--- src/wsdf_pkg.sv ---
package wsdf_pkg;

    typedef enum logic [2:0] {
        PH_HDR0    = 3'd0,
        PH_HDR1    = 3'd1,
        PH_EXTLEN  = 3'd2,
        PH_MASK    = 3'd3,
        PH_PAYLOAD = 3'd4
    } phase_t;

    typedef enum logic [1:0] {
        KIND_TEXT   = 2'd0,
        KIND_PING   = 2'd1,
        KIND_CLOSE  = 2'd2,
        KIND_TOOBIG = 2'd3
    } kind_t;

    localparam logic [3:0] OP_TEXT  = 4'h1;
    localparam logic [3:0] OP_CLOSE = 4'h8;
    localparam logic [3:0] OP_PING  = 4'h9;

    localparam logic [6:0] LEN7_EXT16 = 7'd126;
    localparam logic [6:0] LEN7_EXT64 = 7'd127;

    localparam logic [2:0] EXT16_LEFT = 3'd1;
    localparam logic [2:0] EXT64_LEFT = 3'd7;

    localparam int unsigned MAX_LEN_W = 63;
    localparam int unsigned REM_W     = 64;

    localparam logic [MAX_LEN_W-1:0] MAX_LEN_RESET = 63'd2147483647;

endpackage

--- src/websocket_frame_deframer_top.sv ---
// Channel  | Handshake             | Payload
// ---------+-----------------------+-------------------------------------
// input    | in_valid / in_ready   | rx_byte[7:0]
// output   | out_valid / out_ready | kind[1:0], has_data, data[7:0], frame_end
// config   | cfg_we                | cfg_wdata[62:0] (max_payload_len)
//
// One byte per clock is sustained while the output is not stalled. A request
// is taken into an input register, parsed by combinational logic and any
// result lands in the output register. The parser advances only when the
// output register is free or being drained; a stalled output holds one result
// and one pending byte before in_ready drops. rst_n clears all control state
// asynchronously and sets the length limit to its default.

module websocket_frame_deframer_top (
    input  logic        clk,
    input  logic        rst_n,
    input  logic        in_valid,
    output logic        in_ready,
    input  logic [7:0]  rx_byte,
    output logic        out_valid,
    input  logic        out_ready,
    output logic [1:0]  kind,
    output logic        has_data,
    output logic [7:0]  data,
    output logic        frame_end,
    input  logic        cfg_we,
    input  logic [wsdf_pkg::MAX_LEN_W-1:0] cfg_wdata
);

    logic                              in_valid_reg;
    logic [7:0]                        in_byte_reg;
    logic                              advance;

    logic [wsdf_pkg::MAX_LEN_W-1:0]    max_len_reg;

    wsdf_pkg::phase_t                  phase_reg, phase_next;
    logic [3:0]                        opcode_reg, opcode_next;
    logic                              mask_present_reg, mask_present_next;
    logic [2:0]                        ext_left_reg, ext_left_next;
    logic [wsdf_pkg::REM_W-1:0]        remaining_reg, remaining_next;
    logic [31:0]                       mask_key_reg, mask_key_next;
    logic [1:0]                        mask_phase_reg, mask_phase_next;
    logic                              halted_reg, halted_next;

    logic                              out_valid_reg;
    wsdf_pkg::kind_t                   kind_reg;
    logic                              has_data_reg;
    logic [7:0]                        data_reg;
    logic                              frame_end_reg;

    logic                              emit;
    wsdf_pkg::kind_t                   emit_kind;
    logic                              emit_has_data;
    logic [7:0]                        emit_data;
    logic                              emit_end;

    logic                              len_done;
    logic                              hdr_done;
    logic [6:0]                        len7;
    logic [7:0]                        key_byte;
    logic                              last_byte;

    assign advance  = in_valid_reg && (!out_valid_reg || out_ready);
    assign in_ready = !in_valid_reg || advance;

    always_ff @(posedge clk or negedge rst_n)
    begin
        if (!rst_n)
        begin
            in_valid_reg <= 1'b0;
        end
        else if (in_ready)
        begin
            in_valid_reg <= in_valid;
        end
    end

    always_ff @(posedge clk)
    begin
        if (in_valid && in_ready)
        begin
            in_byte_reg <= rx_byte;
        end
    end

    always_ff @(posedge clk or negedge rst_n)
    begin
        if (!rst_n)
        begin
            max_len_reg <= wsdf_pkg::MAX_LEN_RESET;
        end
        else if (cfg_we)
        begin
            max_len_reg <= cfg_wdata;
        end
    end

    assign len7      = in_byte_reg[6:0];
    assign last_byte = (remaining_reg == {{(wsdf_pkg::REM_W-1){1'b0}}, 1'b1});

    always_comb
    begin
        case (mask_phase_reg)
            2'd0:    key_byte = mask_key_reg[31:24];
            2'd1:    key_byte = mask_key_reg[23:16];
            2'd2:    key_byte = mask_key_reg[15:8];
            default: key_byte = mask_key_reg[7:0];
        endcase
    end

    always_comb
    begin
        phase_next        = phase_reg;
        opcode_next       = opcode_reg;
        mask_present_next = mask_present_reg;
        ext_left_next     = ext_left_reg;
        remaining_next    = remaining_reg;
        mask_key_next     = mask_key_reg;
        mask_phase_next   = mask_phase_reg;
        halted_next       = halted_reg;
        emit              = 1'b0;
        emit_kind         = wsdf_pkg::KIND_TEXT;
        emit_has_data     = 1'b0;
        emit_data         = 8'd0;
        emit_end          = 1'b0;
        len_done          = 1'b0;
        hdr_done          = 1'b0;

        if (!halted_reg)
        begin
            case (phase_reg)
                wsdf_pkg::PH_HDR0:
                begin
                    opcode_next = in_byte_reg[3:0];
                    phase_next  = wsdf_pkg::PH_HDR1;
                end
                wsdf_pkg::PH_HDR1:
                begin
                    mask_present_next = in_byte_reg[7];
                    mask_key_next     = 32'd0;
                    if (len7 inside {wsdf_pkg::LEN7_EXT16, wsdf_pkg::LEN7_EXT64})
                    begin
                        remaining_next = '0;
                        ext_left_next  = (len7 == wsdf_pkg::LEN7_EXT16) ?
                                         wsdf_pkg::EXT16_LEFT : wsdf_pkg::EXT64_LEFT;
                        phase_next     = wsdf_pkg::PH_EXTLEN;
                    end
                    else
                    begin
                        remaining_next = {{(wsdf_pkg::REM_W-7){1'b0}}, len7};
                        len_done       = 1'b1;
                    end
                end
                wsdf_pkg::PH_EXTLEN:
                begin
                    remaining_next = {remaining_reg[wsdf_pkg::REM_W-9:0], in_byte_reg};
                    if (ext_left_reg != 3'd0)
                    begin
                        ext_left_next = ext_left_reg - 3'd1;
                    end
                    else
                    begin
                        len_done = 1'b1;
                    end
                end
                wsdf_pkg::PH_MASK:
                begin
                    mask_key_next = {mask_key_reg[23:0], in_byte_reg};
                    if (mask_phase_reg != 2'd3)
                    begin
                        mask_phase_next = mask_phase_reg + 2'd1;
                    end
                    else
                    begin
                        hdr_done = 1'b1;
                    end
                end
                wsdf_pkg::PH_PAYLOAD:
                begin
                    mask_phase_next = mask_phase_reg + 2'd1;
                    remaining_next  = remaining_reg - {{(wsdf_pkg::REM_W-1){1'b0}}, 1'b1};
                    if (last_byte)
                    begin
                        phase_next = wsdf_pkg::PH_HDR0;
                    end
                    emit_data     = mask_present_reg ? (in_byte_reg ^ key_byte) : in_byte_reg;
                    emit_has_data = 1'b1;
                    emit_end      = last_byte;
                    if (opcode_reg == wsdf_pkg::OP_TEXT)
                    begin
                        emit      = 1'b1;
                        emit_kind = wsdf_pkg::KIND_TEXT;
                    end
                    else if (opcode_reg == wsdf_pkg::OP_PING)
                    begin
                        emit      = 1'b1;
                        emit_kind = wsdf_pkg::KIND_PING;
                    end
                    else if (opcode_reg == wsdf_pkg::OP_CLOSE && last_byte)
                    begin
                        // Close payload is swallowed; only the event goes out.
                        emit          = 1'b1;
                        emit_kind     = wsdf_pkg::KIND_CLOSE;
                        emit_has_data = 1'b0;
                        emit_data     = 8'd0;
                        halted_next   = 1'b1;
                    end
                end
                default:
                begin
                    phase_next = wsdf_pkg::PH_HDR0;
                end
            endcase

            if (len_done)
            begin
                if (mask_present_next)
                begin
                    mask_phase_next = 2'd0;
                    phase_next      = wsdf_pkg::PH_MASK;
                end
                else
                begin
                    hdr_done = 1'b1;
                end
            end

            // The header is complete: check the limit and settle the frame.
            if (hdr_done)
            begin
                mask_phase_next = 2'd0;
                if (remaining_next > {1'b0, max_len_reg})
                begin
                    halted_next = 1'b1;
                    emit        = 1'b1;
                    emit_kind   = wsdf_pkg::KIND_TOOBIG;
                    emit_end    = 1'b1;
                end
                else if (remaining_next != '0)
                begin
                    phase_next = wsdf_pkg::PH_PAYLOAD;
                end
                else
                begin
                    phase_next = wsdf_pkg::PH_HDR0;
                    emit_end   = 1'b1;
                    if (opcode_next == wsdf_pkg::OP_TEXT)
                    begin
                        emit      = 1'b1;
                        emit_kind = wsdf_pkg::KIND_TEXT;
                    end
                    else if (opcode_next == wsdf_pkg::OP_PING)
                    begin
                        emit      = 1'b1;
                        emit_kind = wsdf_pkg::KIND_PING;
                    end
                    else if (opcode_next == wsdf_pkg::OP_CLOSE)
                    begin
                        emit        = 1'b1;
                        emit_kind   = wsdf_pkg::KIND_CLOSE;
                        halted_next = 1'b1;
                    end
                end
            end
        end
    end

    always_ff @(posedge clk or negedge rst_n)
    begin
        if (!rst_n)
        begin
            phase_reg        <= wsdf_pkg::PH_HDR0;
            opcode_reg       <= 4'd0;
            mask_present_reg <= 1'b0;
            ext_left_reg     <= 3'd0;
            remaining_reg    <= '0;
            mask_key_reg     <= 32'd0;
            mask_phase_reg   <= 2'd0;
            halted_reg       <= 1'b0;
        end
        else if (advance)
        begin
            phase_reg        <= phase_next;
            opcode_reg       <= opcode_next;
            mask_present_reg <= mask_present_next;
            ext_left_reg     <= ext_left_next;
            remaining_reg    <= remaining_next;
            mask_key_reg     <= mask_key_next;
            mask_phase_reg   <= mask_phase_next;
            halted_reg       <= halted_next;
        end
    end

    always_ff @(posedge clk or negedge rst_n)
    begin
        if (!rst_n)
        begin
            out_valid_reg <= 1'b0;
        end
        else if (advance)
        begin
            out_valid_reg <= emit;
        end
        else if (out_ready)
        begin
            out_valid_reg <= 1'b0;
        end
    end

    always_ff @(posedge clk)
    begin
        if (advance && emit)
        begin
            kind_reg      <= emit_kind;
            has_data_reg  <= emit_has_data;
            data_reg      <= emit_data;
            frame_end_reg <= emit_end;
        end
    end

    assign out_valid = out_valid_reg;
    assign kind      = kind_reg;
    assign has_data  = has_data_reg;
    assign data      = data_reg;
    assign frame_end = frame_end_reg;

endmodule
--- config.mk ---
export PLATFORM = sky130hd
export DESIGN_NAME = websocket_frame_deframer_top
export DESIGN_NICKNAME = d
export VERILOG_FILES = /design/src/wsdf_pkg.sv /design/src/websocket_frame_deframer_top.sv
export SDC_FILE = /design/constraint.sdc
export NUM_CORES = 1
export LEC_CHECK = 0
export ABC_AREA = 0
export BUFFER_PORTS_ARGS = -buffer_cell sky130_fd_sc_hd__buf_2
export CORE_ASPECT_RATIO = 1.75
export CORE_MARGIN = 5
export CORE_UTILIZATION = 60
export CTS_CLUSTER_SIZE = 28
export DETAILED_ROUTE_END_ITERATION = 8
export HOLD_SLACK_MARGIN = 0.1
export PLACE_DENSITY = 0.87
export SYNTH_ARGS = -nofsm -noshare
export SYNTH_HDL_FRONTEND = slang
export SYNTH_SLANG_ARGS = --single-unit
export TNS_END_PERCENT = 30
--- constraint.sdc ---
create_clock -name clk -period 8.6 [get_ports clk]
set_clock_uncertainty 0.2 [all_clocks]
set_input_delay 0.86 -clock clk [delete_from_list [all_inputs] [get_ports clk]]
set_output_delay 0.86 -clock clk [all_outputs]
set_load 0.01 [all_outputs]
* Yosys cells after proc, flatten, opt, wreduce, memory -nomap -nowiden
Cells that the tools add are included.
** Word-level totals
- Bits of input ports :: 76
- Word-level logic and storage cells :: 141
- Register bits after elaboration :: 195
- Output and inout bits :: 14
** Cells by class
- Reduce and logical (&&, ||, !) cells :: 21
- Muxes and demuxes :: 79
- Add/subtract/negate cells :: 3
- Eq/ne operators :: 18
- Magnitude comparators :: 1
- Bitwise operators :: 3
** Operator list (count)
- one-hot mux 64 bit (3 select lines) :: 1
- equality test 64 x 1 -> 1 bit, second input constant :: 1
- > comparator 64 x 63 -> 1 bit :: 1
- 2-to-1 mux 64 bit :: 1
- one-hot mux 32 bit (2 select lines) :: 1
- nonzero test 64 bit :: 1
- subtractor 64 x 1 -> 64 bit, second input constant :: 1
- 2-to-1 mux 1 bit :: 40
- 2-to-1 mux 8 bit :: 4
- 2-to-1 mux 3 bit :: 10
- 2-to-1 mux 2 bit :: 14
- one-hot mux 8 bit (3 select lines) :: 1
- equality test 4 bit, second input constant :: 4
- equality test 7 bit, second input constant :: 2
- one-hot mux 3 bit (4 select lines) :: 1
- equality test 4 x 1 -> 1 bit, second input constant :: 2
- 2-to-1 mux 4 bit :: 2
- nonzero test 2 bit :: 4
- XOR 8 bit :: 1
- 2-to-1 mux 7 bit :: 1
- equality test 3 x 2 -> 1 bit, second input constant :: 2
- inequality test 2 bit, second input constant :: 3
- one-hot mux 3 bit (2 select lines) :: 1
- AND reduction 5 bit :: 1
- other kinds (18) :: 25

* Depth between registers and ports, before layout
Gate-level depths: netlist of run 1.
- Depth in word-level cells :: 14
- Gate-level depth with buffers :: 20

* Least setup slack after synthesis of run 1
No wires, ideal clock.
- Kind :: register to register
- Start :: register remaining_reg[29] in the netlist's numbering
- End :: register data_reg[0], in the netlist data[0] (enable)
- Slack :: 3.565 ns
- Setup time :: 0.329 ns
- Arrival time :: 4.506 ns
- Period minus slack after synthesis :: 5.035 ns
- Path buffers :: 2
- Stages on the path, launching flop included :: 21
- Cells stage by stage :: dfrtp_1 -> buf_6 -> or4_4 -> or4_1 -> buf_2 -> nor4_1 -> nand2_1 -> xnor2_1 -> a222oi_1 -> inv_1 -> ha_1 -> a21o_1 -> a21o_1 -> a21oi_1 -> o21ai_0 -> a21oi_1 -> nand4_1 -> a221oi_1 -> or2_2 -> a21o_1 -> nand2_1
** Between the ends
- Longest elaborated chain between the ends :: 14
** Ends and longest elaborated chain
- start, declared :: line websocket_frame_deframer_top.sv:40 : logic [wsdf_pkg::REM_W-1:0] remaining_reg, remaining_next;
- start signal, assigned :: line websocket_frame_deframer_top.sv:287 : remaining_reg <= remaining_next;
- parallel branches: the longest is 11 deep, another holds subtractor 64 x 1 -> 64 bit
- 2-to-1 mux 1 bit (*) :: line websocket_frame_deframer_top.sv:229 : if (hdr_done)
- 2-to-1 mux 1 bit (*) :: line websocket_frame_deframer_top.sv:129 : if (!halted_reg)
- logical AND 1 bit (*) :: line websocket_frame_deframer_top.sv:312 : if (advance && emit)
- end signal, assigned :: line websocket_frame_deframer_top.sv:316 : data_reg <= emit_data;
- end, declared :: line websocket_frame_deframer_top.sv:48 : logic [7:0] data_reg;
Every way passes the cells marked *. The select of a mux whose other input is x is not followed.
A chain may end at the register's enable or synchronous reset.

* Final worst setup path of run 1
- Start :: register phase_reg[2]
- End :: register data_reg[4], in the netlist data[4] (enable)
** Between the ends
- Longest elaborated chain between the ends :: 12
** Ends and longest elaborated chain
- start, declared :: line websocket_frame_deframer_top.sv:36 : wsdf_pkg::phase_t phase_reg, phase_next;
- start signal, assigned :: line websocket_frame_deframer_top.sv:272 : phase_reg <= wsdf_pkg::PH_HDR0;
- start signal, assigned :: line websocket_frame_deframer_top.sv:283 : phase_reg <= phase_next;
- parallel branches: the longest is 9 deep, another holds > comparator 64 x 63 -> 1 bit
- 2-to-1 mux 1 bit (*) :: line websocket_frame_deframer_top.sv:229
- 2-to-1 mux 1 bit (*) :: line websocket_frame_deframer_top.sv:129
- logical AND 1 bit (*) :: line websocket_frame_deframer_top.sv:312
Marks and branches as above.

==> results of run 1 <==
[power by group through the flow]
| stage | registers (mW) | logic (mW) | clock network, mW |
|---|---|---|---|
| floorplan | 1.27 | 2.17 | 0 |
| global route | 1.53 | 3.40 | 0.852 |
| finish | 1.51 | 3.19 | 0.816 |
| CTS | 1.48 | 3.06 | 0.817 |
| detailed placement | 1.50 | 3.03 | 0 |
| global placement | 1.49 | 2.98 | 0 |
[critical path: cells and delay by family, from the launching register on]
kind / cells / cell delay, ns
AO/OA/AOI/OAI: 6 / 2.59
AND/OR/NAND/NOR: 8 / 1.68
flip-flops: 1 / 0.90
adder cells (fa/ha/maj): 1 / 0.43
buffers and inverters: 2 / 0.69
[path summary, 6_finish.rpt]
kind / from / depth (start not counted) / endpoint / slack [ns]
max: phase_reg[2] / 17 / data[4] / 1.75
min: mask_key_reg[27] / 2 / mask_key_reg[27] / 0.29
max reg2reg: phase_reg[2] / 17 / data[4] / 1.75
min reg2reg: mask_key_reg[27] / 2 / mask_key_reg[27] / 0.29
max in group asynchronous: rst_n / 2 / phase_reg[1] / 6.27
min in group asynchronous: rst_n / 1 / mask_key_reg[25] / 0.32
[logic make-up (layout without fill, tap and decap cells)]
kind of cell | after synthesis | in the layout
muxes | 19 | 19
and+or+nand+nor | 766 | 766
xor gates and xnor gates | 14 | 14
DFF | 195 | 195
AOI/OAI and AO/OA | 404 | 404
adders and majority gates | 74 | 74
buffers and inverters | 223 | 249
[cell usage in the layout, fill, tap and decap left out, drive strengths merged, types with 23 or more instances in the layout]
cell type	instances
o21ai	170
ha	74
nor3	60
dfstp	31
nor2	92
inv	100
nand4	44
buf	120
o22ai	23
dfrtp	144
nand3	31
a21oi	40
nor4	42
a21o	23
clkbuf	25
nand2	376
[metrics by stage]
stage / hold slack, ns / instance area, um2 / power [mW] / cells / setup WS (ns)
after detailed placement: 0.2750 / 14070 / 4.527 / 1985 / 2.183
after global routing: 0.3157 / 14670 / 5.774 / 2017 / 1.601
after global placement: 0.2614 / 14070 / 4.476 / 1984 / 2.282
after floorplan: 0.2497 / 13500 / 3.432 / 1695 / 3.565
after CTS: 0.2924 / 14670 / 5.358 / 2017 / 2.106
final: 0.2930 / 14670 / 5.515 / 2017 / 1.751
[final cells by class]
type | count | area share [%]
timing repair buffer | 120 | 4.666
clock buffer | 25 | 3.668
inverter | 97 | 2.482
clock inverter | 7 | 0.3924
tap | 296 | 2.525
multi-input combinational | 1277 | 52.04
sequential | 195 | 34.22
[layer usage]
layer | track usage (%) | wire (um) | vias to the layer above
li1 | - | - | 6102
met1 | 44.79 | 17550 | 6504
met2 | 64.26 | 24380 | 836
met3 | 8.995 | 4181 | 309
met4 | 34.38 | 5259 | 0
met5 | 0 | 0 | -
==> summary.md, run 1 <==
| Metric | Value |
|---|---|
| Post-synthesis xor/xnor area fraction | `0.9085%` |
| Mux cell area share after synthesis | `1.493%` |
| Compound-Gate Fraction of Synth Area | `19.32%` |
| Initial antenna violation count | `0` |
| Clock sink total | `~200` |
| Area occupied by multi-input gates | `7634 um2` |
| Share of the synthesized area in the top cell type | `26.70%` |
| Gate Count Post-Synth | `1695` |
| Maximum VDD drop | `between 0.0002 and 0.00025 V` |
| Max reg flops | `64` |
| Worst Path Arrival | `between 6 and 7 ns` |
| Grt total ovfl | `0` |
| Main combinational cell family by area after synthesis | `simple AND/OR/NAND/NOR gates` |
| Critical path peak fanout | `23` |
| Pins Over Slew Limit | `0` |
| Top_reg_cell synth | `dfrtp_1` |
| Unique masters post-synth | `87` |
| Layout cells sized above 1 | `between 10% and 20%` |
| Starting DRT DRC Count | `1566` |
| Least-Margin Pin Slew | `roughly 1.2 ns` |
| Register area | `5020 um2` |
| Cell taking the most area after synthesis | `dfrtp_1` |
| Synth Area in Simple Gates | `27.79%` |
| Leading cell types by count after synthesis | `nand2_1, o21ai_0, dfrtp_1, clkbuf_1, inv_1` |
| Effective utilization at floorplan | `between 60 and 70%` |
| Vias in the first global route | `13590` |
| Flop and latch count out of synthesis | `195` |
| Vias per cell | `6.818` |
| Clock share of power | `14.8%` |
| Combinational fraction of design power | `between 50% and 60%` |
| Async SR Flop Fraction | `89.74%` |
| Avg Cell Area, Syn | `7.963 um2` |
| CTS tree | `yes` |
| Drt pass-1 iters | `6` |
| Die area | `25710 um2` |
| H-tree Lvls | `4` |
| Io pins | `90` |
| Startpoint types | `flop` |
| WL per Instance | `~25 um` |
| Hold Fails Final Rpt | `0` |
| Fin nets | `1858` |
| Max stage delay on crit path | `0.91 ns` |
| Seq pwr share | `27.4%` |
| Power per standard cell area | `376.0 nW/um2` |
| Syn_nets | `1845` |
| Root buffer cell | `clkbuf_16` |
| F_max | `roughly 0.15 GHz` |
| Syn. warnings | `0` |
| GPL Wtd Cong | `just over 1` |
| Post-CTS setup buffer count | `0` |
| Final setup violating endpoints | `0` |
| Worst skew pair latency | `0.47 ns` |
| Final core occ | `between 60% and 70%` |
| Max-cap violations | `0` |
| Via count | `between 10000 and 15000` |
| Outcome | `finished, final reports clean` |
| Sw Ratio | `52.77%` |
| Final period utilization | `79.64%` |
| Total routed wirelength | `between 50000 and 60000 um` |
| Syn Std Cell Area | `13500 um2` |
| Antenna cells | `0` |
| Post-synth EDFFs | `20` |
| HPWL Detailed | `37170 um` |
| Most frequent cell after synthesis | `nand2_1` |
| Switching power | `slightly below 3 mW` |
| RSZ-0062 raised after global routing | `false` |
| Most common cell on crit path | `nor2_1` |
| Sequential fraction of the synthesis area | `37.18%` |
| Leak Pwr | `6.649 nW` |
| DRC Markers | `0` |
| CP required | `8.52 ns` |
| Die H | `about 210 um` |
| Worst Hold Class | `reg -> reg` |
| Crit end category | `flop` |
| Std cell rows | `72` |
| Worst-path clk slew | `0.07 ns` |
| Max clock buf depth | `2` |
| Largest net degree at the start of global routing | `around 130` |
| Critical-path cell list | `buf_4 > nor2_1 > nor2_1 > buf_4 > o22ai_1 > a311oi_1 > ha_1 > nand2_1 > nor2_1 > a2111oi_0 > nor2_1 > o21ai_0 > nand4_1 > a221oi_1 > or2_2 > a21o_1 > nand2_1` |
| Post-Synth Adder-Cell Area | `6.860%` |
| Int Pwr | `2.605 mW` |
| Tot GR Track Use | `40.43%` |
| Fin crit period | `roughly 7 ns` |
| First-pass GRT wire length | `78030 um` |
| Port Buffers | `89` |
| Slew headroom | `between 20% and 30%` |
| Post-CTS Hold Fix Bufs | `0` |
| Die Span X | `around 120 um` |
| Critical path type | `reg -> reg` |
| Slowest CP cell | `a311oi_1` |
| Post-CTS resize count | `0` |
| CTS buffer count | `17` |
| Top post-synthesis cells by area | `dfrtp_1, nand2_1, ha_1` |
| Total Negative Setup Slacks | `0 ns` |
| Final ANT Viol Nets | `0` |
| Core region area | `22160 um2` |
| Filler instances | `~1900` |
| Layout area overhead | `8.677%` |
No activity file was read; power rests on OpenSTA's default activity.
==> run 2, diff against run 1 <==
Clock period 8.6 ns to 6.95 ns, I/O delays scaled along.
==> run 2 against run 1 <==
Effect of this change:
- flip-flop and latch count stayed put
- highest routed layer is now met5
- first-iteration DRC count is 3.1% lower
- design area is 0.73% higher
- cell count is 0.79% higher
==> summary.md, run 2 (same netlist as run 1, synthesis figures left out) <==
| Metric | Value |
|---|---|
| Outcome | `finished, final reports clean` |
| Commonest non-fill, non-tap cell in the layout | `nand2_1` |
| RSZ-0062 raised after global routing | `false` |
| Die Span X | `123.4 um (unchanged)` |
| CP required | `6.88 ns (-1.64 ns)` |
| Total routed wirelength | `52730 um (+2.6%)` |
| Critical path type | `reg -> reg` |
| CTS tree | `yes` |
| Clock sink total | `195 (unchanged)` |
| Tot GR Track Use | `41.13% (+0.71 points)` |
| Power per standard cell area | `470.8 nW/um2 (+25%)` |
| Layout area overhead | `9.465%` |
| WL per Instance | `25.94 um (+1.8%)` |
| Worst-path clk slew | `0.07 ns (about the same)` |
| Effective utilization at floorplan | `60.90% (unchanged)` |
| Worst skew pair latency | `0.48 ns (about the same)` |
| Die H | `208.4 um (unchanged)` |
| Std cell rows | `72 (unchanged)` |
| Min Hold Slack | `0.08594 ns (-0.2071 ns)` |
| Final core occ | `66.67% (+0.48 points)` |
| Max clock buf depth | `2 (unchanged)` |
| Fin nets | `1873 (+0.81%)` |
| Port Buffers | `89 (unchanged)` |
| Final setup violating endpoints | `0 (unchanged)` |
| Worst Path Arrival | `6.20 ns (-0.57 ns)` |
| Max-cap violations | `0 (unchanged)` |
| Startpoint types | `flop` |
| GPL Wtd Cong | `1.039 (+1.9%)` |
| Via count | `13865 (+0.83%)` |
| Core region area | `22160 um2 (unchanged)` |
| Filler instances | `1830 (-3.2%)` |
| Vias in the first global route | `13565 (-0.18%)` |
| Critical path peak fanout | `12 (-48%)` |
| Pins Over Slew Limit | `0 (unchanged)` |
| CTS buffer count | `17 (unchanged)` |
| Leak Pwr | `6.715 nW (+0.99%)` |
| Post-CTS Hold Fix Bufs | `0 (unchanged)` |
| Hold Fails Final Rpt | `0 (unchanged)` |
| HPWL Detailed | `38550 um (+3.7%)` |
| Vias per cell | `6.820 (about the same)` |
| Crit end category | `flop` |
| Initial antenna violation count | `3 (+3)` |
| Reg-to-Reg End | `data[0]` |
| Least-Margin Pin Slew | `1.227 ns (+0.04507 ns)` |
| Most frequent cells in the layout | `nand2_1, o21ai_0, dfrtp_1, inv_1, nor2_1` |
| Post-CTS setup buffer count | `0 (unchanged)` |
| Root buffer cell | `clkbuf_16` |
| Io pins | `90 (unchanged)` |
| DRC Markers | `0 (unchanged)` |
| Drt pass-1 iters | `6 (unchanged)` |
| Largest net degree at the start of global routing | `126 (unchanged)` |
| FF-to-FF Start | `remaining_reg[29]` |
| Grt total ovfl | `0 (unchanged)` |
| Layout cells sized above 1 | `13.77% (+0.75 points)` |
| Maximum VDD drop | `0.0002412 V (+12%)` |
| First-pass GRT wire length | `79480 um (+1.9%)` |
| F_max | `0.1595 GHz (+9.2%)` |
| Total Negative Setup Slacks | `0 ns (unchanged)` |
| Starting DRT DRC Count | `1518 (-3.1%)` |
| R2r setup slk | `0.68 ns (-1.07 ns)` |
| Post-CTS resize count | `0 (unchanged)` |
| Max reg flops | `64 (unchanged)` |
| Power Total | `6.956 mW (+26%)` |
| Worst-case reg-to-reg path depth | `17 (unchanged)` |
| Die area | `25710 um2 (unchanged)` |
| H-tree Lvls | `4 (unchanged)` |
| Worst Hold Class | `in -> async` |
| Final period utilization | `90.23% (+11 points)` |
| Slew headroom | `17.62% (-3.0 points)` |
| Final ANT Viol Nets | `0 (unchanged)` |
| Register area | `5020 um2 (unchanged)` |
| Fin crit period | `6.271 ns (-0.5777 ns)` |
| Area occupied by multi-input gates | `7627 um2 (about the same)` |
==> run 2: report_power, final <==
group | switching [mW] | leakage (nW) | internal, mW
Sequential | 0.481 | 2.40 | 1.41
Clock | 0.488 | 0.293 | 0.527
Combinational | 2.72 | 4.02 | 1.33
==> run 2: area by class of cell <==
class	instances	share of cell area [%]
clock buffers	21	3.404
flip-flops and latches	195	33.98
diodes	1	0.01694
inverters	97	2.464
repair buffers	135	5.412
well taps	296	2.507
multi-input cells	1277	51.63
clock inverters	11	0.5928
==> run 2: worst max path at each step <==
stage,start,to,slack (ns),cells past startpoint
after floorplan,remaining_reg[29],data[0],1.92,20
after global placement,remaining_reg[29],data[0],0.96,17
after detailed placement,remaining_reg[29],data[0],0.89,17
after CTS,remaining_reg[29],data[0],0.83,17
after global routing,remaining_reg[0],data[0],0.45,17
final,remaining_reg[29],data[0],0.68,17
==> run 2: metal layers <==
metal	vias up	global-route usage (%)	routed length (um)
met4	4	35.22	5453
met2	883	65.90	25020
met5	-	0	59
met3	328	9.647	4504
met1	6531	44.65	17700
li1	6119	-	-
==> run 2: metrics by stage <==
stage | cell area [um2] | cells | setup WS (ns)
6_report | 14770 | 2033 | 0.6788
5_1_grt | 14770 | 2032 | 0.4499
2_1_floorplan | 13500 | 1695 | 1.915
3_5_place_dp | 14180 | 2000 | 0.8854
3_3_place_gp | 14180 | 2000 | 0.9586
4_1_cts | 14770 | 2032 | 0.8305
==> run 2: worst max-delay path, stage by stage, from the launching register on <==
cell,delay [ns]
dfrtp_1,0.50
or4_4,0.60
or4_1,0.62
nor2_4,0.33
a311oi_1,0.14
a311oi_1,0.99
ha_1,0.43
nand2_1,0.08
nor2_1,0.04
a2111oi_0,0.40
nor2_1,0.08
o21ai_0,0.17
nand4_1,0.21
a221oi_1,0.35
buf_4,0.21
or2_2,0.14
a21o_1,0.13
nand2_1,0.28
==> run 3, diff against run 2 <==
Settings changed: CORE_MARGIN 5 to unset, CORE_UTILIZATION 60 to 62, PLACE_DENSITY 0.87 to 0.89.
==> run 3 against run 2 <==
Effect of this change:
- first-iteration DRC count rose by 14%
- routed wire length fell by 1.9%
- total power shrank 0.82%
- non-clock buffer count increased by 2
- clock power decreased by 6%
- design area decreased by 0.19%
- die area is 13% lower
- hold slack better by 0.0033 ns
- register-to-register slack lost 0.37 ns
- via count is 0.30% higher
- fmax decreased by 5.6%
- largest cell class unchanged
==> summary.md, run 3 (same netlist as run 1, synthesis figures left out) <==
| Metric | Value |
|---|---|
| Commonest non-fill, non-tap cell in the layout | `nand2_1` |
| Via count | `13907 (+0.30%)` |
| Crit end category | `flop` |
| Layout cells sized above 1 | `13.75% (-0.016 points)` |
| Worst skew pair latency | `0.47 ns (about the same)` |
| Clock share of power | `13.8% (-0.8 points)` |
| Worst Path Arrival | `6.57 ns (+0.37 ns)` |
| Die H | `197.2 um (-5.4%)` |
| Combinational fraction of design power | `59.3% (+1.0 points)` |
| Vias per cell | `6.844 (+0.35%)` |
| Post-CTS resize count | `0 (unchanged)` |
| Core region area | `21410 um2 (-3.4%)` |
| Largest net degree at the start of global routing | `126 (unchanged)` |
| Switching power | `3.664 mW (-0.71%)` |
| Startpoint types | `flop` |
| HPWL Detailed | `37350 um (-3.1%)` |
| Slew headroom | `2.304% (-15 points)` |
| Critical Path Start | `remaining_reg[3]` |
| Vias in the first global route | `13721 (+1.2%)` |
| Tot GR Track Use | `48.25% (+7.1 points)` |
| Root buffer cell | `clkbuf_16` |
| Fin crit period | `6.645 ns (+0.3742 ns)` |
| H-tree Lvls | `4 (unchanged)` |
| F_max | `0.1505 GHz (-5.6%)` |
| Io pins | `90 (unchanged)` |
| Power per standard cell area | `467.9 nW/um2 (-0.62%)` |
| Hold Fails Final Rpt | `0 (unchanged)` |
| Effective utilization at floorplan | `63.04% (+2.1 points)` |
| Clock sink total | `195 (unchanged)` |
| Final setup violating endpoints | `0 (unchanged)` |
| Maximum VDD drop | `0.0002439 V (+1.2%)` |
| Fin nets | `1875 (+0.11%)` |
| WL per Instance | `25.46 um (-1.9%)` |
| Max reg flops | `64 (unchanged)` |
| Port Buffers | `89 (unchanged)` |
| Grt total ovfl | `0 (unchanged)` |
| Seq pwr share | `26.9% (-0.2 points)` |
| Worst Hold Class | `in -> async` |
| Initial antenna violation count | `4 (+1)` |
| Leak Pwr | `6.713 nW (about the same)` |
| Int Pwr | `3.236 mW (-0.94%)` |
| Die Span X | `113.5 um (-8.0%)` |
| Min Hold Slack | `0.08922 ns (+0.003272 ns)` |
| CTS buffer count | `17 (unchanged)` |
| Worst-case reg-to-reg path depth | `18 (+1)` |
| Post-CTS setup buffer count | `0 (unchanged)` |
| Sw Ratio | `53.10% (+0.056 points)` |
| Most frequent cells in the layout | `nand2_1, o21ai_0, dfrtp_1, inv_1, nor2_1` |
| Total Negative Setup Slacks | `0 ns (unchanged)` |
| R2r setup slk | `0.30 ns (-0.37 ns)` |
| Final ANT Viol Nets | `0 (unchanged)` |
| Least-Margin Pin Slew | `1.455 ns (+0.2275 ns)` |
| Pins Over Slew Limit | `0 (unchanged)` |
| Outcome | `finished, final reports clean` |
| CTS tree | `yes` |
| Critical path peak fanout | `12 (unchanged)` |
| Post-CTS Hold Fix Bufs | `0 (unchanged)` |
| Max-cap violations | `0 (unchanged)` |
| Total routed wirelength | `51730 um (-1.9%)` |
| Layout area overhead | `9.252%` |
| GPL Wtd Cong | `1.068 (+2.7%)` |
| Final period utilization | `95.62% (+5.4 points)` |
| Die area | `22390 um2 (-13%)` |
| DRC Markers | `0 (unchanged)` |
| First-pass GRT wire length | `79220 um (-0.33%)` |
| FF-to-FF Start | `remaining_reg[3]` |
| Worst-path clk slew | `0.07 ns (about the same)` |
| Std cell rows | `71 (-1.4%)` |
| Max clock buf depth | `2 (unchanged)` |
| Reg-to-Reg End | `has_data` |
| CP required | `6.88 ns (about the same)` |
| Drt pass-1 iters | `7 (+1)` |
| Starting DRT DRC Count | `1738 (+14%)` |
| Critical path type | `reg -> reg` |
| RSZ-0062 raised after global routing | `false` |
| Final core occ | `68.87% (+2.2 points)` |
run 3: cell types whose count changed in the layout (fill, tap and decap cells not counted):
cell / delta
clkbuf_1: +2
inv_6: -3
clkinv_4: +1
clkbuf_16: -1
buf_4: +2
o311ai_1: +1
clkbuf_8: -1
diode_2: +1
clkinv_2: +3
o311ai_0: -1
clkinvlp_4: -1
run 3: worst max-delay path, cell delays in order, from the launching register on:
cell and delay, ns:
dfrtp_1 0.52, nor4_4 0.58, nand2_1 0.34, or4_1 0.70
nor4b_1 0.43, mux2i_1 0.13, a21oi_1 0.63, ha_1 0.38
nand2_1 0.06, nor2_1 0.04, a2111oi_0 0.44, nor2_1 0.10
o21ai_0 0.16, nand4_1 0.20, a221oi_1 0.62, buf_4 0.24
or2_2 0.13, a21o_1 0.13, nand2_1 0.28
run 3: per-layer routing:
layer | GRT usage [%] | up-vias | share of wire [%]
met5 | 0 | - | 0.064
met4 | 41.67 | 4 | 9.7
met3 | 15.74 | 341 | 9.5
met2 | 78.00 | 882 | 48
met1 | 49.98 | 6551 | 33
li1 | - | 6129 | -
run 3: worst max-delay path by stage:
| stage | end | slack (ns) | cells after the start |
|---|---|---|---|
| finish | has_data | 0.30 | 18 |
| global route | has_data | 0.06 | 17 |
| CTS | data[1] | 0.60 | 19 |
| detailed placement | data[7] | 0.63 | 19 |
| global placement | data[4] | 0.61 | 19 |
| floorplan | data[0] | 1.92 | 20 |
run 3: cell type report:
type	count	area, um2
repair buffers	137	814.5
fillers	1759	6664
inverters	97	364.1
diodes	2	5.005
flip-flops and latches	195	5020
clock buffers	21	471.7
multi-input cells	1277	7627
clock inverters	11	77.57
well taps	292	365.4
run 3: power by group through the flow:
stage / sequential, mW / combinational [mW] / clock [mW]
after global routing: 1.88 / 4.33 / 0.988
final: 1.86 / 4.09 / 0.949
after global placement: 1.83 / 3.80 / 0
after CTS: 1.83 / 3.88 / 0.945
after floorplan: 1.57 / 2.68 / 0
after detailed placement: 1.85 / 3.85 / 0
run 3: through the flow:
stage / power [mW] / std cells / area (um2) / worst slack, ns
global route: 7.194 / 2031 / 14740 / 0.06014
finish: 6.899 / 2032 / 14750 / 0.3045
floorplan: 4.247 / 1695 / 13500 / 1.915
detailed placement: 5.698 / 1998 / 14190 / 0.6254
CTS: 6.654 / 2030 / 14740 / 0.6013
global placement: 5.631 / 1998 / 14190 / 0.6114
